--- src/rtl/ttb_pkg.sv ---
// shared types, codes and defaults for the timeout timer bank
package ttb_pkg;

    localparam int TIMERS_DEFAULT = 8;

    localparam int FUNC_W     = 2;
    localparam int INDEX_W    = 8;
    localparam int DURATION_W = 32;
    localparam int STATUS_W   = 3;
    localparam int TIME_W     = 32;

    localparam int IN_DATA_W  = 48;
    localparam int OUT_DATA_W = 8;

    localparam logic [FUNC_W-1:0] FUNC_TICK  = 2'd0;
    localparam logic [FUNC_W-1:0] FUNC_START = 2'd1;
    localparam logic [FUNC_W-1:0] FUNC_QUERY = 2'd2;
    localparam logic [FUNC_W-1:0] FUNC_STOP  = 2'd3;

    localparam logic [STATUS_W-1:0] ST_OK      = 3'd0;
    localparam logic [STATUS_W-1:0] ST_RANGE   = 3'd1;
    localparam logic [STATUS_W-1:0] ST_BUSY    = 3'd2;
    localparam logic [STATUS_W-1:0] ST_RUNNING = 3'd3;
    localparam logic [STATUS_W-1:0] ST_EXPIRED = 3'd4;
    localparam logic [STATUS_W-1:0] ST_IDLE    = 3'd5;

    typedef struct packed {
        logic capture;
        logic execute;
    } ttb_cmd_t;

endpackage

--- src/rtl/ttb_datapath.sv ---
// timer bank datapath: item registers, timer stores, time counter and status
module ttb_datapath #(
    parameter int TIMERS = ttb_pkg::TIMERS_DEFAULT
) (
    input  logic                          clk,
    input  logic                          rst_n,
    input  ttb_pkg::ttb_cmd_t             cmd,
    input  logic [ttb_pkg::FUNC_W-1:0]     in_func,
    input  logic [ttb_pkg::INDEX_W-1:0]    in_index,
    input  logic [ttb_pkg::DURATION_W-1:0] in_duration,
    input  logic                          in_reload,
    output logic [ttb_pkg::STATUS_W-1:0]   status
);
    import ttb_pkg::*;

    localparam int IDX_W = (TIMERS > 1) ? $clog2(TIMERS) : 1;
    localparam logic [INDEX_W-1:0] TIMERS_LIMIT = INDEX_W'(TIMERS);

    logic [TIME_W-1:0]     stamp_mem [TIMERS];
    logic [DURATION_W-1:0] length_mem [TIMERS];

    logic [FUNC_W-1:0]     func_reg;
    logic [INDEX_W-1:0]    index_reg;
    logic [DURATION_W-1:0] duration_reg;
    logic                  reload_reg;
    logic [TIME_W-1:0]     stamp_rd_reg;
    logic [DURATION_W-1:0] length_rd_reg;
    logic [STATUS_W-1:0]   status_reg;
    logic [STATUS_W-1:0]   status_next;
    logic [TIME_W-1:0]     time_reg;
    logic [TIME_W-1:0]     time_next;
    logic [TIMERS-1:0]     running_reg;
    logic [TIMERS-1:0]     running_next;

    logic [IDX_W-1:0]  rd_addr;
    logic [IDX_W-1:0]  tidx;
    logic              in_range;
    logic              run;
    logic              arm;
    logic [TIME_W-1:0] elapsed;

    assign rd_addr  = in_index[IDX_W-1:0];
    assign tidx     = index_reg[IDX_W-1:0];
    assign in_range = index_reg < TIMERS_LIMIT;
    assign run      = running_reg[tidx];
    assign elapsed  = time_reg - stamp_rd_reg;

    always_comb
    begin
        time_next    = time_reg;
        running_next = running_reg;
        status_next  = ST_OK;
        arm          = 1'b0;
        case (func_reg)
            FUNC_TICK:
            begin
                time_next = time_reg + TIME_W'(1);
            end
            FUNC_START:
            begin
                if (!in_range)
                begin
                    status_next = ST_RANGE;
                end
                else if (run && !reload_reg)
                begin
                    status_next = ST_BUSY;
                end
                else
                begin
                    arm                = 1'b1;
                    running_next[tidx] = 1'b1;
                end
            end
            FUNC_QUERY:
            begin
                if (!in_range)
                begin
                    status_next = ST_RANGE;
                end
                else if (!run)
                begin
                    status_next = ST_IDLE;
                end
                else if (elapsed < length_rd_reg)
                begin
                    status_next = ST_RUNNING;
                end
                else
                begin
                    status_next        = ST_EXPIRED;
                    running_next[tidx] = 1'b0;
                end
            end
            FUNC_STOP:
            begin
                if (!in_range)
                begin
                    status_next = ST_RANGE;
                end
                else
                begin
                    running_next[tidx] = 1'b0;
                end
            end
            default:
            begin
                status_next = ST_OK;
            end
        endcase
    end

    always_ff @(posedge clk)
    begin
        if (cmd.capture)
        begin
            func_reg      <= in_func;
            index_reg     <= in_index;
            duration_reg  <= in_duration;
            reload_reg    <= in_reload;
            stamp_rd_reg  <= stamp_mem[rd_addr];
            length_rd_reg <= length_mem[rd_addr];
        end
        if (cmd.execute && arm)
        begin
            stamp_mem[tidx]  <= time_reg;
            length_mem[tidx] <= duration_reg;
        end
        if (cmd.execute)
        begin
            status_reg <= status_next;
        end
    end

    always_ff @(posedge clk or negedge rst_n)
    begin
        if (!rst_n)
        begin
            time_reg    <= '0;
            running_reg <= '0;
        end
        else if (cmd.execute)
        begin
            time_reg    <= time_next;
            running_reg <= running_next;
        end
    end

    assign status = status_reg;

endmodule

--- src/rtl/ttb_controller.sv ---
// timer bank controller: accept, execute and send sequencing
module ttb_controller (
    input  logic              clk,
    input  logic              rst_n,
    input  logic              s_tvalid,
    output logic              s_tready,
    output logic              m_tvalid,
    input  logic              m_tready,
    output ttb_pkg::ttb_cmd_t cmd
);
    import ttb_pkg::*;

    typedef enum logic [1:0] {
        S_ACCEPT,
        S_EXEC,
        S_SEND
    } state_t;

    state_t state_reg;
    logic   s_tready_reg;
    logic   m_tvalid_reg;

    always_comb
    begin
        cmd.capture = s_tvalid && s_tready_reg;
        cmd.execute = (state_reg == S_EXEC);
    end

    always_ff @(posedge clk or negedge rst_n)
    begin
        if (!rst_n)
        begin
            state_reg    <= S_ACCEPT;
            s_tready_reg <= 1'b1;
            m_tvalid_reg <= 1'b0;
        end
        else
        begin
            case (state_reg)
                S_ACCEPT:
                begin
                    if (s_tvalid && s_tready_reg)
                    begin
                        state_reg    <= S_EXEC;
                        s_tready_reg <= 1'b0;
                    end
                end
                S_EXEC:
                begin
                    state_reg    <= S_SEND;
                    m_tvalid_reg <= 1'b1;
                end
                S_SEND:
                begin
                    if (m_tready)
                    begin
                        state_reg    <= S_ACCEPT;
                        m_tvalid_reg <= 1'b0;
                        s_tready_reg <= 1'b1;
                    end
                end
                default:
                begin
                    state_reg    <= S_ACCEPT;
                    s_tready_reg <= 1'b1;
                    m_tvalid_reg <= 1'b0;
                end
            endcase
        end
    end

    assign s_tready = s_tready_reg;
    assign m_tvalid = m_tvalid_reg;

endmodule

--- src/rtl/timeout_timer_bank_core.sv ---
// timeout timer bank top level: controller plus datapath
//
// a bank of TIMERS one-shot timeout timers on a shared 32-bit millisecond count
// input stream (s_*): one word per command; tuser carries the operation
// (tick, start, query, stop), tdata the timer index, duration and reload flag
// output stream (m_*): exactly one status word per input word, in order
// an accepted word is captured into the item registers and the store read
// registers; the single execute step then registers the status and raises
// m_tvalid; the block handles one word at a time and takes no new word until
// the status word of the last one has been delivered
// reset clears the time count and all running flags; the stamp and length
// stores need no clearing, they are only read for a running timer
// when the receiver stalls the status word holds in its register and no new
// input word is taken until it is delivered
module timeout_timer_bank_core #(
    parameter int TIMERS = ttb_pkg::TIMERS_DEFAULT
) (
    input  logic                            clk,
    input  logic                            rst_n,
    input  logic                            s_tvalid,
    output logic                            s_tready,
    // timer_index [7:0], duration [39:8], reload [40], zero fill
    input  logic [ttb_pkg::IN_DATA_W-1:0]   s_tdata,
    // func [1:0]
    input  logic [ttb_pkg::FUNC_W-1:0]      s_tuser,
    output logic                            m_tvalid,
    input  logic                            m_tready,
    // status [2:0], zero fill
    output logic [ttb_pkg::OUT_DATA_W-1:0]  m_tdata
);
    import ttb_pkg::*;

    ttb_cmd_t            cmd;
    logic [STATUS_W-1:0] status;

    ttb_controller u_ctrl (
        .clk      (clk),
        .rst_n    (rst_n),
        .s_tvalid (s_tvalid),
        .s_tready (s_tready),
        .m_tvalid (m_tvalid),
        .m_tready (m_tready),
        .cmd      (cmd)
    );

    ttb_datapath #(
        .TIMERS (TIMERS)
    ) u_dp (
        .clk         (clk),
        .rst_n       (rst_n),
        .cmd         (cmd),
        .in_func     (s_tuser),
        .in_index    (s_tdata[INDEX_W-1:0]),
        .in_duration (s_tdata[INDEX_W+DURATION_W-1:INDEX_W]),
        .in_reload   (s_tdata[INDEX_W+DURATION_W]),
        .status      (status)
    );

    assign m_tdata = {(OUT_DATA_W-STATUS_W)'(0), status};

`ifndef ASSERT_OFF
    a_one_in_flight: assert property (@(posedge clk) disable iff (!rst_n)
        !(s_tready && m_tvalid))
        else $error("input taken while a status word is pending");

    a_latency: assert property (@(posedge clk) disable iff (!rst_n)
        (s_tvalid && s_tready) |-> ##2 m_tvalid)
        else $error("status word not valid two cycles after accept");

    a_status_code: assert property (@(posedge clk) disable iff (!rst_n)
        m_tvalid |-> (m_tdata[STATUS_W-1:0] <= ST_IDLE))
        else $error("undefined status code");
`endif

endmodule
--- config.mk ---
export PLATFORM = sky130hd
export DESIGN_NAME = timeout_timer_bank_core
export DESIGN_NICKNAME = d
export VERILOG_FILES = /design/src/rtl/ttb_pkg.sv /design/src/rtl/ttb_datapath.sv /design/src/rtl/ttb_controller.sv /design/src/rtl/timeout_timer_bank_core.sv
export SDC_FILE = /design/constraint.sdc
export NUM_CORES = 1
export LEC_CHECK = 0
export BUFFER_PORTS_ARGS = -buffer_cell sky130_fd_sc_hd__buf_2
export CAP_MARGIN = 15
export CORE_MARGIN = 3
export CORE_UTILIZATION = 60
export CTS_CLUSTER_DIAMETER = 120
export DETAILED_ROUTE_END_ITERATION = 6
export GPL_TIMING_DRIVEN = 0
export PLACE_DENSITY = 0.77
export SYNTH_ARGS = -nofsm -noshare
export SYNTH_HDL_FRONTEND = slang
export SYNTH_HIERARCHICAL = 1
export SYNTH_SLANG_ARGS = --single-unit
--- constraint.sdc ---
create_clock -name clk -period 9.05 [get_ports clk]
set_input_delay 0.905 -clock clk [delete_from_list [all_inputs] [get_ports clk]]
set_output_delay 0.905 -clock clk [all_outputs]
set_load 0.005 [all_outputs]
==> impl_metrics.csv, run 1 <==
group,metric,value,unit
sta,clock_skew,0.0439,ns
power,comb_power_share,2.1,%
cts,post_cts_buffers,0,
synthesis,synthDistinctLibCells,65,
sta,tightest_slew,1.06,ns
synthesis,synth_edf_count,622,
drt,wl_per_cell,24.8,um
drt,drt_iter0_markers,1373,
synthesis,synth_top_family_by_area,"multiplexers",
layout,finalInstanceArea,30700,um^2
synthesis,synth_mux_area_share,13.5,%
cts,clk_path_buf_depth,3,
cts,htree_num_levels,2,
sta,min_period,5.23,ns
global_route,grt_max_degree,59,
synthesis,synthArstFlopShare,6.61,%
drt,wirelength,55500,um
sta,rsz0062_at_grt,"false",
cts,cts-buffers-inserted,60,
layout,fin_nets,1713,
cts,cts_tree,"yes",
worst_setup_path,worstRegToRegCells,20,
synthesis,synth_seq_cells,666,
worst_setup_path,reg2reg_slack,3.82,ns
global_route,grt_pass1_wl,84900,um
global_route,track_usage,23.9,%
sta,max_clock_freq,0.191,GHz
cts,postCtsHoldBufs,0,
worst_setup_path,cp-end-kind,"flip-flop",
min_path,min_path_type,"in2async",
power,ir_drop,195,uV
drt,viasPerCell,6.21,
synthesis,synth_compound_area_share,3.71,%
synthesis,ys.flop_type,"edfxtp_1",
placed_design,io_buffers,51,
worst_setup_path,critical_path.cell_chain,"inv_1, ha_1, inv_1, fa_1, a211oi_1, o21ai_1, nand3_1, a21oi_1, o311ai_1, nand2_1, a31oi_1, xnor2_1, ha_1, nand4_1, nor2_1, and3_1, a31oi_1, and2_1, o21ai_1, a21oi_1",
cts,ctsResizeCount,0,
layout,diodes,0,
power,p_per_area,192,nW/um^2
floorplanning,die_height,219,um
worst_setup_path,required,9.39,ns
placed_design,dpl_cell_area,28800,um^2
drt,drtAntennaViolNets,0,
power,p_int,4730,uW
worst_setup_path,critPathKind,"reg2reg",
placed_design,dp_hpwl,34500,um
synthesis,synthSimpleGateAreaFrac,3.43,%
floorplanning,core-area,44500,um^2
worst_setup_path,reg2reg_to,"u_dp/status[0]$_DFFE_PP_",
synthesis,synthCells,1444,
drt,detailroute.via_count,13900,
worst_setup_path,r2r-start,"u_dp/time_reg[0]$_DFFE_PN0P_",
floorplanning,die_width,219,um
cts,insertion_delay,0.64,ns
floorplanning,die_area,47900,um^2
drt,first_pass_iters,5,
synthesis,synth_area,27200,um^2
worst_setup_path,critPathLaunchType,"flip-flop",
synthesis,synthAdderAreaFrac,2.97,%
layout,postLayoutCoreUtil,69.0,%
layout,top_regs,"u_dp/length_mem: 256 flops, u_dp/stamp_mem: 256 flops",
sta,maxSlewViolCount,0,
placed_design,gp_congestion,0.853,
synthesis,synth_xor_area_share,1.80,%
sta,setup_tns,0,ns
job,cap_violations,0,
cts,clock-sinks,666,
power,switching_share,19.6,%
worst_setup_path,crit_path_top_delay_cell,"dfrtp_1",
sta,slew_headroom,29.3,%
global_route,gr-total-overflow,0,
floorplanning,placementRows,77,
worst_setup_path,critPathLaunch,"u_dp/time_reg[0]$_DFFE_PN0P_",
worst_setup_path,worstPathArrival,5.57,ns
power,p_seq_share,56.4,%
power,pwr-share-clk,41.4,%
worst_setup_path,cp_max_fo,11,
cts,cts_root_buf,"clkbuf_16",
synthesis,syn-mean-instance-area,18.8,um^2
power,p_leak,0.0102,uW
power,switching_power,1160,uW
floorplanning,initial_core_util,61.1,%
floorplanning,ios,64,
sta,setup_viol,0,
sta,post-route-period-util,57.8,%
layout,drive_gt1_share,24.2,%
drt,drc_errors,0,
layout,area_delta_synth_final,13.0,%
synthesis,seq_area_frac_synth,72.8,%
global_route,antenna_found_initial,0,
status,outcome,"completed",
worst_setup_path,cpPeakStageDelay,0.51,ns
cts,clk_pin_slew,0.06,ns
power,power,5890,uW
synthesis,yosysWarnings,6,
sta,final_hold_viol_count,0,
global_route,grt_pass1_vias,14300,
-- layout by cell type, fill, tap and decap left out, drive strengths merged, types with 18 or more instances in the layout --
cell and instances:
edfxtp 622, mux4 130, clkbuf 114, buf 107, inv 74, mux2 65, ha 63, nand2 46
a21oi 46, dfrtp 43, nor2 40, xnor2 37, nand3 28, a21o 24, o21ai 23, xor2 19
clkinv 18
-- area by class of cell --
type                            instances  area, um^2
Clock buffer                           86        1680
Buffer                                 50         210
Multi-Input combinational cell        658        6990
Fill cell                            2759       13800
Timing Repair Buffer                   85         813
Tap cell                              592         741
Clock inverter                         27         241
Sequential cell                       666       19800
Inverter                               74         278
-- cell usage after synthesis, drive strengths merged (9+ instances only) --
master | instances | share of area [%]
nor2 | 40 | 0.55
nor3 | 15 | 0.28
o21ai | 23 | 0.42
xor2 | 19 | 0.61
clkbuf | 28 | 0.39
xnor2 | 37 | 1.2
nand3 | 28 | 0.52
a21oi | 46 | 0.86
dfrtp | 43 | 4.0
nand2b | 9 | 0.21
mux4 | 130 | 11
mux2 | 65 | 2.7
and3 | 17 | 0.39
edfxtp | 622 | 69
nand2 | 46 | 0.64
inv | 74 | 1.0
ha | 63 | 2.9
a21o | 24 | 0.66
buf | 22 | 0.39
-- worst max-delay path: cells and delay by family (launching register included) --
| family | cells | cell delay [ns] |
|---|---|---|
| AOI/OAI and AO/OA | 8 | 2.14 |
| and+or+nand+nor | 6 | 1.06 |
| adders and majority gates | 3 | 0.92 |
| DFF | 1 | 0.51 |
| buffers and inverters | 2 | 0.22 |
| xor gates and xnor gates | 1 | 0.11 |
-- power groups by stage --
stage                     Sequential, uW  Clock, uW  Combinational, uW
after CTS                           3320       2480                128
after detailed placement            3390          0                127
after global routing                3320       2600                136
final                               3320       2440                127
after floorplan                     3390          0               80.5
after global placement              3390          0                125
-- worst max path at each step --
stage | slack, ns | to | cells past startpoint
floorplan | 2.35 | u_dp/length_mem[0][0]$_DFFE_PP_ | 7
finish | 3.82 | u_dp/status[0]$_DFFE_PP_ | 20
CTS | 3.86 | u_dp/status[0]$_DFFE_PP_ | 20
global route | 3.37 | u_dp/status[0]$_DFFE_PP_ | 21
detailed placement | 3.92 | u_dp/status[0]$_DFFE_PP_ | 20
global placement | -2.58 | u_dp/length_mem[0][14]$_DFFE_PP_ | 7
-- stage by stage --
stage          hold slack [ns]  instances  setup WS (ns)
2_1_floorplan            0.444       1448           2.35
3_3_place_gp             0.458       2091          -2.58
3_5_place_dp             0.474       2123           3.92
4_1_cts                  0.402       2236           3.86
5_1_grt                  0.165       2238           3.37
6_report                 0.187       2238           3.82
-- kinds of logic (layout without fill, tap and decap cells) --
logic type	count (synthesis)	count (layout)
AO/OA/AOI/OAI	149	149
XOR/XNOR	56	56
adder cells (fa/ha/maj)	64	64
buffers and inverters	124	322
flip-flops	666	666
multiplexers	196	196
other	1	5
AND/OR/NAND/NOR	188	188
-- layer usage --
metal	up-vias	wire (um)	part of all wire [%]	track usage, %
li1	6042	-	-	-
met1	7152	22900	41	34.2
met2	604	26900	49	38.2
met3	98	4250	7.7	4.54
met4	0	1370	2.5	7.45
met5	-	0	0	0
Power figures use the tool's default switching activity.
==> run 2, diff against run 1 <==
Settings changed: CORE_UTILIZATION 60 to 56, PLACE_DENSITY 0.77 to 0.75.
Clock period 9.05 ns to 4.4 ns, I/O delays scaled along.
==> run 2 against run 1 <==
Effect of this change: total power rose by 110%; sequential share of layout area fell by 2.5 points; clock power rose by 130%; critical path depth rose by 1.
==> impl_metrics.csv, run 2 (synthesized netlist as in run 1, its figures left out) <==
group,metric,value,unit
status,outcome,"completed",
power,ir_drop,402,uV
power,switching_power,2490,uW
cts,clk_pin_slew,0.06,ns
sta,max_clock_freq,0.232,GHz
floorplanning,die_area,51200,um^2
min_path,min_path_type,"in2reg",
worst_setup_path,worstPathArrival,4.74,ns
cts,cts_root_buf,"clkbuf_16",
cts,clk_path_buf_depth,3,
global_route,track_usage,23.4,%
drt,detailroute.via_count,14200,
job,cap_violations,0,
sta,clock_skew,0.0164,ns
drt,wirelength,58400,um
cts,cts_tree,"yes",
power,switching_share,19.7,%
layout,postLayoutCoreUtil,66.9,%
cts,htree_num_levels,3,
cts,cts-buffers-inserted,68,
drt,first_pass_iters,7,
placed_design,io_buffers,51,
power,pwr-share-clk,43.7,%
sta,slew_headroom,18.4,%
layout,most-common-layout-cells,"622 x edfxtp_1, 130 x mux4_2, 71 x inv_1, 69 x clkbuf_16, 65 x mux2_2",
layout,diodes,0,
layout,top_regs,"u_dp/length_mem: 256 flops, u_dp/stamp_mem: 256 flops",
power,p_int,10200,uW
floorplanning,initial_core_util,56.8,%
cts,clock-sinks,666,
worst_setup_path,cp_max_fo,4,
placed_design,place_ws,-0.742,ns
placed_design,numPlacedInstances,2140,
sta,maxSlewViolCount,0,
layout,fin_nets,1773,
sta,rsz0062_at_grt,"true",
global_route,antenna_found_initial,0,
sta,min_period,4.30,ns
worst_setup_path,critPathLaunchType,"flip-flop",
layout,final_common_cell,"edfxtp_1",
placed_design,dp_hpwl,34900,um
floorplanning,placementRows,80,
worst_setup_path,cp-end-kind,"flip-flop",
power,p_leak,0.0106,uW
global_route,grt_pass1_vias,14700,
sta,setup_slack,0.0979,ns
power,comb_power_share,2.3,%
global_route,gr-total-overflow,0,
sta,setup_viol,0,
floorplanning,core-area,47800,um^2
cts,insertion_delay,0.60,ns
power,p_seq_share,54.0,%
layout,instances_no_fill,2323,
global_route,grt_max_degree,57,
floorplanning,die_width,226,um
worst_setup_path,required,4.84,ns
drt,drt_iter0_markers,1193,
layout,area_delta_synth_final,17.7,%
placed_design,gp_congestion,0.815,
layout,drive_gt1_share,29.3,%
floorplanning,ios,64,
drt,wl_per_cell,25.1,um
drt,drtAntennaViolNets,0,
sta,post-route-period-util,97.8,%
floorplanning,die_height,226,um
drt,viasPerCell,6.11,
drt,drc_errors,0,
worst_setup_path,critPathKind,"reg2reg",
sta,final_hold_viol_count,0,
sta,holdWs,0.0317,ns
global_route,grt_pass1_wl,88700,um
power,p_per_area,395,nW/um^2
sta,setup_tns,0,ns
sta,tightest_slew,1.22,ns
run 2: cell count changes in the layout (fill, tap and decap cells not counted), moves of 6 or more:
cell / delta
ha_1: -14
ha_2: +8
buf_4: +23
a21oi_1: -10
dlygate4sd3_1: +37
buf_16: +10
buf_6: -10
dfrtp_1: -18
clkbuf_16: +9
a21oi_2: +9
dfrtp_2: +18
ha_4: +6
run 2: power by group through the flow:
stage | registers (uW) | clock network [uW] | logic [uW]
6_report | 6840 | 5530 | 287
5_1_grt | 6830 | 5880 | 308
3_3_place_gp | 6970 | 0 | 255
3_5_place_dp | 6970 | 0 | 260
4_1_cts | 6840 | 5620 | 288
2_1_floorplan | 6970 | 0 | 166
run 2: per-layer routing:
| layer | track usage [%] | up-vias | wire (um) |
|---|---|---|---|
| li1 | - | 6186 | - |
| met1 | 32.4 | 7372 | 24100 |
| met2 | 38.7 | 537 | 29400 |
| met4 | 6.76 | 0 | 1280 |
| met5 | 0 | - | 0 |
| met3 | 4.54 | 104 | 3630 |
run 2: timing repair:
action / 4_1_cts / 5_1_grt
setup endpoints to repair: 11 / 11
pin swaps: 24 / 39
buffers inserted: 9 / 17
cloned: 0 / 0
hold buffers: 36 / 1
gates resized for setup: 41 / 52
endpoints found under the hold margin: 36 / 15
run 2: worst max-delay path, stage by stage (launching register included):
cell	delay, ns
dfrtp_2	0.42
inv_2	0.08
ha_4	0.13
inv_2	0.03
fa_2	0.36
a211oi_4	0.30
o21ai_4	0.12
a311oi_2	0.26
o21ai_1	0.14
nand2_1	0.11
o2111ai_1	0.10
a21oi_1	0.18
xnor2_1	0.16
ha_2	0.30
nand4_1	0.11
nor3_2	0.07
a221oi_2	0.34
a21boi_4	0.11
a31oi_4	0.27
and2_4	0.24
a31oi_4	0.10
nor3_2	0.20
run 2: through the flow:
stage / power [uW] / instance area [um^2]
2_1_floorplan: 7130 / 27200
3_3_place_gp: 7220 / 28200
3_5_place_dp: 7230 / 28900
4_1_cts: 12700 / 31600
5_1_grt: 13000 / 32000
6_report: 12700 / 32000
run 2: layout make-up:
cell class              count  area, um^2
clock buffers              91        1870
multi-input cells         658        7370
repair buffers            141        1450
well taps                 615         769
plain buffers              46         194
inverters                  74         278
flip-flops and latches    666       19800
fillers                  3016       15800
clock inverters            32         278
run 2: path summary, 6_finish.rpt:
kind,from,to,slack [ns],cells past startpoint
setup / recovery,u_dp/time_reg[0]$_DFFE_PN0P_,u_dp/status[1]$_DFFE_PP_,0.1,21
hold / removal,s_tuser[1],u_dp/func_reg[1]$_DFFE_PP_,0.03,1
setup reg to reg,u_dp/time_reg[0]$_DFFE_PN0P_,u_dp/status[1]$_DFFE_PP_,0.1,21
hold reg to reg,flip-flop,flip-flop,0.50,1
max in group asynchronous,rst_n,u_ctrl/s_tready$_DFFE_PN1P_,3.42,3
min in group asynchronous,rst_n,u_dp/time_reg[5]$_DFFE_PN0P_,0.35,2
